[src/sv/lcp_pkg.sv]
`timescale 1ns / 1ps

package lcp_pkg;

    // link modes
    typedef enum logic [1:0] {
        MODE_IDLE   = 2'd0,
        MODE_READY  = 2'd1,
        MODE_ACTIVE = 2'd2
    } t_mode;

    // command and data byte codes
    localparam logic [7:0] CMD_FLIP       = 8'h80;
    localparam logic [7:0] CMD_BRIGHT     = 8'hC0;
    localparam logic [7:0] CMD_LOCKED_MIN = 8'hD0;
    localparam logic [7:0] CMD_SYNC       = 8'hE0;
    localparam logic [7:0] CMD_SELECT     = 8'hE1;
    localparam logic [7:0] CMD_RESET_MIN  = 8'hF0;
    localparam logic [7:0] SYNC_FIRST     = 8'hF0;
    localparam logic [7:0] SYNC_SECOND    = 8'hF1;
    localparam logic [7:0] SYNC_THIRD     = 8'hF2;
    localparam logic [7:0] SEL_ALL_BYTE   = 8'hFF;

    localparam logic [2:0] BOARD_ALL      = 3'd4;
    localparam int unsigned NUM_BOARDS    = 4;
    localparam int unsigned DEF_PAGE_COUNT = 4;
    localparam int unsigned QUEUE_DEPTH   = 4;

    // job handed from the front end to the back end
    typedef struct packed {
        logic       flip;
        logic       broadcast;
        logic [1:0] board;
        logic [6:0] offset;
        logic [7:0] red;
        logic [7:0] green;
        logic [7:0] blue;
        logic [7:0] display_page;
        logic [7:0] write_page;
        logic       refresh;
    } t_job;

endpackage

[src/sv/lcp_front.sv]
`timescale 1ns / 1ps

module lcp_front #(
    parameter int unsigned PAGE_COUNT = lcp_pkg::DEF_PAGE_COUNT
) (
    input  logic          i_clk,
    input  logic          i_rst_n,
    input  logic          i_rx_valid,
    output logic          o_rx_stall,
    input  logic [7:0]    i_rx_byte,
    input  logic          i_q_full,
    output logic          o_push,
    output lcp_pkg::t_job o_job
);
    import lcp_pkg::*;

    localparam logic [8:0]  PageDiv  = 9'(PAGE_COUNT);
    localparam int unsigned Recip    = (65536 + PAGE_COUNT - 1) / PAGE_COUNT;
    localparam logic [16:0] RecipMul = 17'(Recip);

    logic [1:0] r_pos, n_pos;
    logic [7:0] r_cmd, n_cmd;
    logic [7:0] r_d1, n_d1;
    logic [7:0] r_d2, n_d2;
    t_mode      r_mode, n_mode;
    logic [2:0] r_board, n_board;
    logic       r_differ, n_differ;

    logic       accept;
    logic       job_valid;
    logic [7:0] disp_mod;
    logic [7:0] wr_mod;

    // byte modulo page count: reciprocal multiply for the quotient, then back-subtract
    function automatic logic [7:0] page_rem(input logic [7:0] value);
        logic [23:0] prod;
        logic [7:0]  quot;
        logic [16:0] back;
        prod = {16'd0, value} * {7'd0, RecipMul};
        quot = 8'(prod >> 16);
        back = {9'd0, quot} * {8'd0, PageDiv};
        return value - 8'(back);
    endfunction

    // hold off only on a frame end while the queue is full
    assign o_rx_stall = i_q_full && (r_pos == 2'd3);
    assign accept     = i_rx_valid && !o_rx_stall;

    assign disp_mod = page_rem(r_d2);
    assign wr_mod   = page_rem(i_rx_byte);

    // framing and command decode
    always_comb begin
        n_pos     = r_pos;
        n_cmd     = r_cmd;
        n_d1      = r_d1;
        n_d2      = r_d2;
        n_mode    = r_mode;
        n_board   = r_board;
        n_differ  = r_differ;
        job_valid = 1'b0;
        o_job     = '0;
        o_job.offset = r_cmd[6:0];
        o_job.red    = r_d1;
        o_job.green  = r_d2;
        o_job.blue   = i_rx_byte;
        o_job.board  = r_board[1:0];
        if (accept) begin
            case (r_pos)
                2'd0: begin
                    if (i_rx_byte >= CMD_RESET_MIN) begin
                        n_mode = MODE_IDLE;
                    end else begin
                        n_cmd = i_rx_byte;
                        n_pos = 2'd1;
                    end
                end
                2'd1: begin
                    n_d1  = i_rx_byte;
                    n_pos = 2'd2;
                end
                2'd2: begin
                    n_d2  = i_rx_byte;
                    n_pos = 2'd3;
                end
                default: begin
                    n_pos = 2'd0;
                    if (r_cmd < CMD_LOCKED_MIN && r_mode != MODE_ACTIVE) begin
                        // frame dropped outside the active mode
                    end else if (r_cmd == CMD_SYNC) begin
                        if (r_d1 == SYNC_FIRST && r_d2 == SYNC_SECOND &&
                            i_rx_byte == SYNC_THIRD) begin
                            n_mode = MODE_READY;
                        end else begin
                            n_mode = MODE_IDLE;
                        end
                    end else if (r_mode == MODE_IDLE) begin
                        // idle link drops the frame
                    end else if (r_cmd < CMD_FLIP) begin
                        job_valid       = 1'b1;
                        o_job.broadcast = (r_board == BOARD_ALL);
                        o_job.refresh   = !r_differ;
                    end else if (r_cmd == CMD_FLIP) begin
                        job_valid          = 1'b1;
                        o_job.flip         = 1'b1;
                        o_job.display_page = disp_mod;
                        o_job.write_page   = wr_mod;
                        o_job.refresh      = 1'b1;
                        n_differ           = (disp_mod != wr_mod);
                    end else if (r_cmd == CMD_BRIGHT) begin
                        // brightness has no effect
                    end else if (r_cmd == CMD_SELECT) begin
                        if (r_d1 == SEL_ALL_BYTE) begin
                            n_mode  = MODE_ACTIVE;
                            n_board = BOARD_ALL;
                        end else if (r_d1 < 8'(NUM_BOARDS)) begin
                            n_mode  = MODE_ACTIVE;
                            n_board = r_d1[2:0];
                        end else begin
                            n_mode = MODE_READY;
                        end
                    end else begin
                        n_mode = MODE_IDLE;
                    end
                end
            endcase
        end
    end

    assign o_push = job_valid;

    // control state
    always_ff @(posedge i_clk) begin
        if (!i_rst_n) begin
            r_pos    <= 2'd0;
            r_cmd    <= '0;
            r_d1     <= '0;
            r_d2     <= '0;
            r_mode   <= MODE_IDLE;
            r_board  <= '0;
            r_differ <= 1'b0;
        end else begin
            r_pos    <= n_pos;
            r_cmd    <= n_cmd;
            r_d1     <= n_d1;
            r_d2     <= n_d2;
            r_mode   <= n_mode;
            r_board  <= n_board;
            r_differ <= n_differ;
        end
    end

endmodule

[src/sv/lcp_queue.sv]
`timescale 1ns / 1ps

module lcp_queue (
    input  logic          i_clk,
    input  logic          i_rst_n,
    input  logic          i_push,
    input  lcp_pkg::t_job i_job,
    output logic          o_full,
    input  logic          i_pop,
    output logic          o_empty,
    output lcp_pkg::t_job o_head
);
    import lcp_pkg::*;

    localparam int unsigned PtrW = $clog2(QUEUE_DEPTH);

    t_job              r_slot [QUEUE_DEPTH];
    logic [PtrW-1:0]   r_wr_ptr;
    logic [PtrW-1:0]   r_rd_ptr;
    logic [PtrW:0]     r_count;

    assign o_full  = (r_count == (PtrW+1)'(QUEUE_DEPTH));
    assign o_empty = (r_count == '0);
    assign o_head  = r_slot[r_rd_ptr];

    // slot storage
    always_ff @(posedge i_clk) begin
        if (i_push && !o_full) begin
            r_slot[r_wr_ptr] <= i_job;
        end
    end

    // pointers and fill count
    always_ff @(posedge i_clk) begin
        if (!i_rst_n) begin
            r_wr_ptr <= '0;
            r_rd_ptr <= '0;
            r_count  <= '0;
        end else begin
            if (i_push && !o_full) begin
                r_wr_ptr <= r_wr_ptr + 1'b1;
            end
            if (i_pop && !o_empty) begin
                r_rd_ptr <= r_rd_ptr + 1'b1;
            end
            case ({i_push && !o_full, i_pop && !o_empty})
                2'b10:   r_count <= r_count + 1'b1;
                2'b01:   r_count <= r_count - 1'b1;
                default: r_count <= r_count;
            endcase
        end
    end

endmodule

[src/sv/lcp_back.sv]
`timescale 1ns / 1ps

module lcp_back (
    input  logic          i_clk,
    input  logic          i_rst_n,
    input  logic          i_q_empty,
    input  lcp_pkg::t_job i_head,
    output logic          o_pop,
    output logic          o_res_valid,
    input  logic          i_res_stall,
    output logic          o_kind,
    output logic [2:0]    o_pos_x,
    output logic [2:0]    o_pos_y,
    output logic [2:0]    o_pos_z,
    output logic [7:0]    o_red,
    output logic [7:0]    o_green,
    output logic [7:0]    o_blue,
    output logic [7:0]    o_display_page,
    output logic [7:0]    o_write_page,
    output logic          o_refresh,
    output logic          o_last
);
    import lcp_pkg::*;

    logic       r_valid;
    logic [1:0] r_sub;
    logic       load;
    logic       final_beat;
    logic [1:0] board;

    logic       r_kind;
    logic [2:0] r_x, r_y, r_z;
    logic [7:0] r_red, r_green, r_blue, r_disp, r_wr;
    logic       r_refresh, r_last;

    // output register loads from a non-empty queue when empty or draining
    assign load       = (!r_valid || !i_res_stall) && !i_q_empty;
    assign final_beat = !i_head.broadcast || (r_sub == 2'(NUM_BOARDS - 1));
    assign o_pop      = load && final_beat;
    assign board      = i_head.broadcast ? r_sub : i_head.board;

    // control: valid flag and broadcast board counter
    always_ff @(posedge i_clk) begin
        if (!i_rst_n) begin
            r_valid <= 1'b0;
            r_sub   <= '0;
        end else begin
            if (load) begin
                r_valid <= 1'b1;
            end else if (!i_res_stall) begin
                r_valid <= 1'b0;
            end
            if (load && i_head.broadcast) begin
                r_sub <= final_beat ? 2'd0 : r_sub + 1'b1;
            end
        end
    end

    // result payload, coordinates mapped from board and offset; coordinates and colour cleared for a flip
    always_ff @(posedge i_clk) begin
        if (load) begin
            r_kind    <= i_head.flip;
            r_refresh <= i_head.refresh;
            r_last    <= final_beat;
            r_disp    <= i_head.flip ? i_head.display_page : 8'd0;
            r_wr      <= i_head.flip ? i_head.write_page : 8'd0;
            if (i_head.flip) begin
                r_x     <= '0;
                r_y     <= '0;
                r_z     <= '0;
                r_red   <= '0;
                r_green <= '0;
                r_blue  <= '0;
            end else begin
                r_x     <= ~i_head.offset[2:0];
                r_y     <= ~{board, ~i_head.offset[3]};
                r_z     <= {i_head.offset[6:5], ~i_head.offset[4]};
                r_red   <= i_head.red;
                r_green <= i_head.green;
                r_blue  <= i_head.blue;
            end
        end
    end

    assign o_res_valid    = r_valid;
    assign o_kind         = r_kind;
    assign o_pos_x        = r_x;
    assign o_pos_y        = r_y;
    assign o_pos_z        = r_z;
    assign o_red          = r_red;
    assign o_green        = r_green;
    assign o_blue         = r_blue;
    assign o_display_page = r_disp;
    assign o_write_page   = r_wr;
    assign o_refresh      = r_refresh;
    assign o_last         = r_last;

endmodule

[src/sv/led_cube_command_parser.sv]
`timescale 1ns / 1ps

// channel   valid         stall         payload
// rx        i_rx_valid    o_rx_stall    i_rx_byte
// result    o_res_valid   i_res_stall   o_kind .. o_last
//
// one byte per cycle while o_rx_stall is low; a result is registered in a job queue slot, then in the output register
// a broadcast pixel drains as four beats, one per cycle while i_res_stall is low, from the job queue
// rx stalls only on a frame-ending byte while the four-entry job queue is full
// synchronous active-low reset clears link mode, framing, queue and output valid
module led_cube_command_parser #(
    parameter int unsigned PAGE_COUNT = lcp_pkg::DEF_PAGE_COUNT
) (
    input  logic       i_clk,
    input  logic       i_rst_n,
    input  logic       i_rx_valid,
    output logic       o_rx_stall,
    input  logic [7:0] i_rx_byte,
    output logic       o_res_valid,
    input  logic       i_res_stall,
    output logic       o_kind,
    output logic [2:0] o_pos_x,
    output logic [2:0] o_pos_y,
    output logic [2:0] o_pos_z,
    output logic [7:0] o_red,
    output logic [7:0] o_green,
    output logic [7:0] o_blue,
    output logic [7:0] o_display_page,
    output logic [7:0] o_write_page,
    output logic       o_refresh,
    output logic       o_last
);
    import lcp_pkg::*;

    logic push, pop, q_full, q_empty;
    t_job job_in, job_head;

    // framing and classification
    lcp_front #(.PAGE_COUNT(PAGE_COUNT)) u_front (
        .i_clk      (i_clk),
        .i_rst_n    (i_rst_n),
        .i_rx_valid (i_rx_valid),
        .o_rx_stall (o_rx_stall),
        .i_rx_byte  (i_rx_byte),
        .i_q_full   (q_full),
        .o_push     (push),
        .o_job      (job_in)
    );

    // job queue between the two sides
    lcp_queue u_queue (
        .i_clk   (i_clk),
        .i_rst_n (i_rst_n),
        .i_push  (push),
        .i_job   (job_in),
        .o_full  (q_full),
        .i_pop   (pop),
        .o_empty (q_empty),
        .o_head  (job_head)
    );

    // result generation
    lcp_back u_back (
        .i_clk          (i_clk),
        .i_rst_n        (i_rst_n),
        .i_q_empty      (q_empty),
        .i_head         (job_head),
        .o_pop          (pop),
        .o_res_valid    (o_res_valid),
        .i_res_stall    (i_res_stall),
        .o_kind         (o_kind),
        .o_pos_x        (o_pos_x),
        .o_pos_y        (o_pos_y),
        .o_pos_z        (o_pos_z),
        .o_red          (o_red),
        .o_green        (o_green),
        .o_blue         (o_blue),
        .o_display_page (o_display_page),
        .o_write_page   (o_write_page),
        .o_refresh      (o_refresh),
        .o_last         (o_last)
    );

endmodule
[config.mk]
export PLATFORM = sky130hd
export DESIGN_NAME = led_cube_command_parser
export DESIGN_NICKNAME = d
export VERILOG_FILES = /design/src/sv/lcp_pkg.sv /design/src/sv/lcp_front.sv /design/src/sv/lcp_queue.sv /design/src/sv/lcp_back.sv /design/src/sv/led_cube_command_parser.sv
export SDC_FILE = /design/constraint.sdc
export NUM_CORES = 1
export LEC_CHECK = 0
export ABC_AREA = 1
export BUFFER_PORTS_ARGS = -buffer_cell sky130_fd_sc_hd__buf_4
export CAP_MARGIN = 20
export CORE_MARGIN = 2
export CORE_UTILIZATION = 45
export DETAILED_ROUTE_END_ITERATION = 16
export GPL_TIMING_DRIVEN = 0
export MAX_ROUTING_LAYER = met4
export SLEW_MARGIN = 20
export SYNTH_ARGS = -nofsm -noshare
export SYNTH_HDL_FRONTEND = slang
export SYNTH_SLANG_ARGS = --single-unit
[constraint.sdc]
create_clock -name i_clk -period 4.1 [get_ports i_clk]
set_input_delay 0.205 -clock i_clk [delete_from_list [all_inputs] [get_ports i_clk]]
set_output_delay 0.205 -clock i_clk [all_outputs]
set_load 0.01 [all_outputs]
==> flow_summary.ini, run 1 <==
[route]
antenna_viol_nets_final = 0
detail_route.vias_per_cell = 5.04
drt_first_iter_violations = 466
route.vias.total = 6452
totalWireLength_mm = 22.1
avgRoutedWirePerCell_um = 17.3
detailedRoute.firstPassIterationCount = 5
dr_drc_count = 0

[cts]
clock_latency_ns = 0.54
post_cts_resize_count = 0
tritoncts_clock_tree = built
tritoncts.num_buffers = 25
max-clock-path-buffers = 3
h-tree-depth = 1
clock_pin_slew_on_the_worst_setup_and_hold_paths_ns = 0.06
cts_sinks = 244
clock_tree.root_cell = sky130_fd_sc_hd__clkbuf_16

[cells_and_area]
finalNetCount = 1004
nFillCells = 1896
flow.area_growth_from_synthesis_pct = 19.8
layout.core_utilization = 0.548
antennaDiodeCount = 0
final_layout_size_suffix_gt1_frac = 0.176

[sta]
finalMaxSlewViolations = 0
post-route-worst-setup-slack_ns = 1.53
report.final.setup_viol = 0
final_hold_viol_count = 0
max_slew.worst_pin.slew_ns = 0.697
min_period_ns = 2.57
fmaxAchievable_ghz = 0.390
setup-tns-final_ns = 0
timing.clock.skew_ns = 0.0244
holdWs_ns = 0.0716
post-route-period-util = 0.626
slew-limit-headroom = 0.532
grt_setup_unrepaired = no

[power_and_ir_drop]
pwr-share-clk = 0.432
irDropWorstVdd_mv = 0.303
power.net_switching_mw = 1.04
power.leakage_nw = 4.63
power.combinational.fraction = 0.034
p_seq_frac = 0.535
switching_share = 0.204
power_density_nw_per_um2 = 426
power_report.internal_total_mw = 4.05

[worst_setup_path]
timing.critical_path.max_delay_family = adder cells
crit_buf_inv = 3
r2r_startpoint = u_front.r_cmd[5]
worst_path_largest_cell_delay_ns = 0.52
critical_path.endpoint_type = flip-flop
r2r_setup_slack_ns = 1.53
critical-path-slowest-cell = sky130_fd_sc_hd__dfxtp_1
worst-path-max-fanout = 8
crit_path_cell_trace = inv_1, nand2_1, nand2_2, nand2_2, nand2_2, clkinv_1, o21ai_2, nor2_4, inv_2, ha_1, fa_1, a21oi_1, o21a_1, o21ai_0, a21oi_1
setup.worst_path.class = flip-flop to flip-flop
critPathArrivalTime_ns = 3.02
critPathLaunchType = flip-flop
cp.required_ns = 4.56
cp_common_cell = sky130_fd_sc_hd__nand2_2
reg2regPathDepth = 15
rr_endpoint = u_queue.r_count[2]

[floorplanning]
design.portCount = 66
initial_core_util = 0.457
floorplan.die.height_um = 153
placeable_area_sq_um = 21800
die_x_extent_um = 153
fp.dieArea_sq_um = 23400
std_cell_rows = 54

[logic_synthesis]
yosysUniqueCellTypes = 39
synth-edff-count = 200
synth.ff_latch_count = 244
synth_area_per_cell_sq_um = 11.5
ys_dominant_reg_cell = sky130_fd_sc_hd__edfxtp_1
synth_cells = 870
seq_area_frac_synth = 0.690
synth.yosys.warnings = 0
syn-cell-area_sq_um = 9970
synthArstFlopShare = 0

[global_route]
grt_antenna_before_repair = 0
grt_usage = 0.195
grt_overflow = 0
grt_max_degree = 25
grt_first_pass_wirelength_mm = 34.3
grt_pass1_vias = 6106

[worst_hold_path]
min_delay_worst_endpoint = u_back.o_res_valid
worstHoldPathCells = 5
hp-class = input port to flip-flop
hold_path_startpoint = i_res_stall

[run_status]
outcome = finished, final reports clean

[placed_design]
routabilityCongestion = 0.824
placement.io_buffers = 53
detailedPlacementHpwl_mm = 15.2
detailedPlace.worstSlack_ns = 1.56

[job]
max_cap_violations = 0
==> synthesized netlist by cell type, types with 5 or more instances <==
master                       n  area, sq um
sky130_fd_sc_hd__dfxtp_1    44          881
sky130_fd_sc_hd__clkbuf_1   17         63.8
sky130_fd_sc_hd__nand3_1    29          145
sky130_fd_sc_hd__o22ai_1    32          200
sky130_fd_sc_hd__nand2_1   120          450
sky130_fd_sc_hd__edfxtp_1  200         6010
sky130_fd_sc_hd__o21ai_0    84          420
sky130_fd_sc_hd__a21oi_1    44          220
sky130_fd_sc_hd__nand2_2     8         50.1
sky130_fd_sc_hd__inv_1      76          285
sky130_fd_sc_hd__buf_4      17          128
sky130_fd_sc_hd__inv_2       5         18.8
sky130_fd_sc_hd__buf_2      10         50.1
sky130_fd_sc_hd__nor2_1    120          450
sky130_fd_sc_hd__nor2_2      5         31.3
sky130_fd_sc_hd__ha_1       11          138
==> through the flow <==
step                      power (mW)  instance area [sq um]  cells
after detailed placement        2.94                  11000   1224
after global placement          2.94                  10800   1214
final                           5.09                  11900   1279
after CTS                       5.13                  11900   1279
after global routing            5.25                  11900   1279
after floorplan                 2.88                  10000    881
==> flip-flops by register name, summed over array words and instances, names as in the netlist, 3 cells and up, named ones only <==
| name | count |
|---|---|
| u_front.r_cmd | 8 |
| u_queue.r_count | 3 |
| u_front.r_board | 3 |
| u_back.o_red | 8 |
| u_front.r_d2 | 8 |
| u_back.o_pos_x | 3 |
| u_back.o_pos_y | 3 |
| u_back.o_pos_z | 3 |
| u_queue.r_slot | 160 |
| u_back.o_green | 8 |
| u_front.r_d1 | 8 |
| u_back.o_blue | 8 |
==> power groups by stage <==
stage | Combinational, mW | Sequential (mW) | Clock, mW
floorplan | 0.118 | 2.76 | 0
global placement | 0.163 | 2.77 | 0
detailed placement | 0.165 | 2.77 | 0
CTS | 0.172 | 2.72 | 2.23
global route | 0.193 | 2.72 | 2.34
finish | 0.171 | 2.72 | 2.20
==> per-layer routing <==
| layer | track usage | vias to the layer above | part of all wire |
|---|---|---|---|
| met5 | - | - | 0 |
| met4 | 0.0437 | 0 | 0.014 |
| met3 | 0.0247 | 23 | 0.050 |
| met2 | 0.318 | 159 | 0.49 |
| met1 | 0.266 | 3059 | 0.45 |
| li1 | - | 3211 | - |
==> worst reg2reg max path: cells and delay by family (launching register included) <==
family                   cells  cell delay, ns
AO/OA/AOI/OAI                5            0.56
AND/OR/NAND/NOR              5            0.47
buffers and inverters        3            0.27
flip-flops                   1            0.52
adder cells (fa/ha/maj)      2            0.70
==> cell families (layout without fill, tap and decap cells) <==
kind of cell               Yosys count  after routing  synth area share
xor gates and xnor gates             1              1          0.000878
and+or+nand+nor                    305            305             0.134
adders and majority gates           12             12            0.0158
AOI/OAI and AO/OA                  175            175            0.0968
DFF                                244            244             0.690
buffers and inverters              132            250            0.0612
other                                1             12          0.000376
==> cell usage in the layout (no fill, tap or decap), types with 2 or more instances in the layout <==
master                          netlist  layout
sky130_fd_sc_hd__a21oi_1             44      44
sky130_fd_sc_hd__a22oi_1              2       2
sky130_fd_sc_hd__a32o_1               4       4
sky130_fd_sc_hd__buf_16               0       8
sky130_fd_sc_hd__buf_2               10      10
sky130_fd_sc_hd__buf_4               17      70
sky130_fd_sc_hd__buf_6                2       2
sky130_fd_sc_hd__buf_8                1       2
sky130_fd_sc_hd__clkbuf_1            17      23
sky130_fd_sc_hd__clkbuf_16            0      25
sky130_fd_sc_hd__clkbuf_4             0       7
sky130_fd_sc_hd__clkbuf_8             0       3
sky130_fd_sc_hd__clkinv_2             0       2
sky130_fd_sc_hd__conb_1               1      12
sky130_fd_sc_hd__dfxtp_1             44      44
sky130_fd_sc_hd__dlygate4sd3_1        0       9
sky130_fd_sc_hd__edfxtp_1           200     200
sky130_fd_sc_hd__ha_1                11      11
sky130_fd_sc_hd__inv_1               76      76
sky130_fd_sc_hd__inv_2                5       5
sky130_fd_sc_hd__inv_6                2       2
sky130_fd_sc_hd__nand2_1            120     120
sky130_fd_sc_hd__nand2_2              8       8
sky130_fd_sc_hd__nand2_4              4       4
sky130_fd_sc_hd__nand3_1             29      29
sky130_fd_sc_hd__nand3_2              4       4
sky130_fd_sc_hd__nand3b_1             2       2
sky130_fd_sc_hd__nand4_1              3       3
sky130_fd_sc_hd__nor2_1             120     116
sky130_fd_sc_hd__nor2_2               5       5
sky130_fd_sc_hd__nor2_4               4       8
sky130_fd_sc_hd__nor3_1               4       4
sky130_fd_sc_hd__o21ai_0             84      84
sky130_fd_sc_hd__o21ai_1              4       4
sky130_fd_sc_hd__o21ai_2              2       2
sky130_fd_sc_hd__o22ai_1             32      32
==> layout make-up <==
type / count / area [sq um] / area share
buffer: 47 / 279 / 0.0234
clock inverter: 5 / 67.6 / 0.00565
multi-input combinational: 505 / 2550 / 0.213
timing repair buffer: 72 / 743 / 0.0622
tap: 280 / 350 / 0.0293
clock buffer: 41 / 742 / 0.0621
inverter: 85 / 332 / 0.0277
sequential: 244 / 6890 / 0.576
==> worst max path at each step <==
stage	start	end	depth (start not counted)
2_1_floorplan	u_front.r_pos[0]	u_queue.r_slot[0][0]	7
3_3_place_gp	u_front.r_cmd[6]	u_queue.r_slot[3][21]	10
3_5_place_dp	u_front.r_cmd[4]	u_queue.r_count[2]	15
4_1_cts	u_front.r_cmd[4]	u_queue.r_count[2]	15
5_1_grt	u_front.r_cmd[5]	u_queue.r_count[2]	15
6_report	u_front.r_cmd[5]	u_queue.r_count[2]	15
==> repair_timing <==
| item | in CTS | in global routing |
|---|---|---|
| setup buffers | 0 | 0 |
| endpoints found under the setup margin | 0 | 0 |
| hold buffers | 9 | 0 |
| endpoints found under the hold margin | 41 | 0 |
No activity file was read; power rests on OpenSTA's default activity.
==> inputs of run 2 (changes only) <==
- clock period: 4.1 -> 2.5 ns (I/O delays scaled with it)
==> run 2 against run 1 <==
  * Die area did not move
  * Sequential share of layout area rose by 0.46 points
  * Register-to-register slack got worse by 1.3 ns
  * Global-route usage rose by 0.38 points
  * Final area fell by 0.43%
  * First-iteration DRC count rose by 16%
  * Largest power group unchanged
  * Total power rose by 60%
  * Critical endpoint is now u_queue.r_slot[1][17]
  * Maximum frequency rose by 13%
  * Via count rose by 1.4%
  * Combinational power rose by 70%
  * Sequential power rose by 64%
==> flow_summary.ini, run 2 (synthesis gave the netlist of run 1 again) <==
[power_and_ir_drop]
power.leakage_nw = 4.58
power_density_nw_per_um2 = 684
irDropWorstVdd_mv = 0.444

[run_status]
outcome = finished, final reports clean

[placed_design]
routabilityCongestion = 0.853
post_dp_cell_area_sq_um = 11000
placement.io_buffers = 53
detailedPlacementHpwl_mm = 15.1
detailedPlace.worstSlack_ns = -0.109

[worst_setup_path]
r2r_setup_slack_ns = 0.22
critical_path.endpoint_type = flip-flop
critPathLaunchType = flip-flop
r2r_startpoint = u_front.r_cmd[2]
rr_endpoint = u_queue.r_slot[1][17]
timing.critical_path.from = u_front.r_cmd[2]
worst-path-max-fanout = 21
setup.worst_path.class = flip-flop to flip-flop
cp-endpoint = u_queue.r_slot[1][17]
cp.required_ns = 2.73
reg2regPathDepth = 8
critPathArrivalTime_ns = 2.51

[cells_and_area]
flow.area_growth_from_synthesis_pct = 19.3
regMostFlops = u_queue.r_slot
final_layout_size_suffix_gt1_frac = 0.185
finalNetCount = 1005
largest_register_ff_count = 160
mostFrequentLayoutCells = sky130_fd_sc_hd__edfxtp_1 (200), sky130_fd_sc_hd__nand2_1 (120), sky130_fd_sc_hd__nor2_1 (115)
antennaDiodeCount = 0
final_common_cell = sky130_fd_sc_hd__edfxtp_1
nFillCells = 1871
fin_area_sq_um = 11900

[route]
antenna_viol_nets_final = 0
dr_drc_count = 0
detailedRoute.firstPassIterationCount = 6
detail_route.vias_per_cell = 5.11
drt_first_iter_violations = 541
avgRoutedWirePerCell_um = 17.7
route.vias.total = 6543
totalWireLength_mm = 22.7

[global_route]
grt_pass1_vias = 6220
grt_max_degree = 25
grt_first_pass_wirelength_mm = 35.0
grt_overflow = 0
grt_usage = 0.199
grt_antenna_before_repair = 0

[cts]
tritoncts_clock_tree = built
clock_latency_ns = 0.53
clock_tree.root_cell = sky130_fd_sc_hd__clkbuf_16
tritoncts.num_buffers = 25
clock_pin_slew_on_the_worst_setup_and_hold_paths_ns = 0.06
max-clock-path-buffers = 3
h-tree-depth = 1
cts_sinks = 244

[worst_hold_path]
hp-class = input port to flip-flop

[floorplanning]
floorplan.die.height_um = 153
std_cell_rows = 54
die_x_extent_um = 153
fp.dieArea_sq_um = 23400
initial_core_util = 0.457
placeable_area_sq_um = 21800
design.portCount = 66

[job]
max_cap_violations = 0

[sta]
post-route-period-util = 0.911
min_period_ns = 2.28
grt_setup_unrepaired = no
timing.clock.skew_ns = 0.0205
post-route-worst-setup-slack_ns = 0.222
report.final.setup_viol = 0
finalMaxSlewViolations = 0
max_slew.worst_pin.slew_ns = 0.767
fmaxAchievable_ghz = 0.439
final_hold_viol_count = 0
slew-limit-headroom = 0.487
run 2: power breakdown:
| group | leakage [nW] | switching [mW] | internal [mW] |
|---|---|---|---|
| combinational | 2.00 | 0.183 | 0.108 |
| clock | 0.363 | 1.49 | 1.89 |
| sequential | 2.22 | 0.0619 | 4.41 |
| total | 4.58 | 1.74 | 6.40 |
run 2: final cells by class:
| cell class | instances | area, sq um | area share |
|---|---|---|---|
| clock inverter | 11 | 63.8 | 0.00536 |
| buffer | 47 | 279 | 0.0235 |
| inverter | 85 | 334 | 0.0281 |
| tap | 280 | 350 | 0.0294 |
| timing repair buffer | 73 | 703 | 0.0591 |
| multi-input combinational | 505 | 2580 | 0.217 |
| clock buffer | 35 | 673 | 0.0566 |
| sequential | 244 | 6910 | 0.581 |
run 2: worst min-delay path by stage:
stage                             from  slack (ns)  depth (start not counted)                     to
after global placement    i_rx_byte[2]        0.39                          1  u_queue.r_slot[2][19]
after detailed placement  i_rx_byte[2]        0.39                          1  u_queue.r_slot[2][19]
after floorplan           i_rx_byte[0]        0.22                          0  u_queue.r_slot[0][17]
after CTS                   i_rx_valid        0.06                          5        u_front.r_d2[4]
after global routing        i_rx_valid        0.08                          5        u_front.r_d2[4]
final                       i_rx_valid        0.08                          5        u_front.r_d2[4]
run 2: worst max-delay path, cell delays in order (launching register included):
cell,delay [ns]
sky130_fd_sc_hd__dfxtp_2,0.36
sky130_fd_sc_hd__nor2_4,0.17
sky130_fd_sc_hd__nand2_2,0.09
sky130_fd_sc_hd__nor2_2,0.18
sky130_fd_sc_hd__o21ai_2,0.09
sky130_fd_sc_hd__nor2_4,0.13
sky130_fd_sc_hd__inv_4,0.08
sky130_fd_sc_hd__nor2_4,0.59
sky130_fd_sc_hd__buf_12,0.27
run 2: timing repair:
| item | in CTS | in global routing |
|---|---|---|
| gates resized for setup | 14 | 11 |
| pin swaps | 0 | 2 |
| endpoints found under the setup margin | 42 | 43 |
| endpoints found under the hold margin | 57 | 0 |
| buffers inserted | 0 | 2 |
| hold buffers | 10 | 0 |
run 2: per-layer routing:
layer / track usage / up-vias / wire length (um)
li1: - / 3209 / -
met1: 0.276 / 3099 / 10100
met2: 0.312 / 200 / 10800
met3: 0.0284 / 35 / 1300
met4: 0.0511 / 0 / 445
met5: - / - / 0
run 2: through the flow:
stage	utilization	hold slack, ns	setup TNS (ns)	std cells	power, mW
floorplan	-	0.224	-5.53	881	4.72
global placement	0.494	0.386	-177.17	1214	4.82
detailed placement	0.503	0.388	-0.377	1222	4.82
CTS	0.543	0.0584	0	1278	8.20
global route	0.545	0.0785	0	1280	8.41
finish	0.545	0.0789	0	1280	8.14
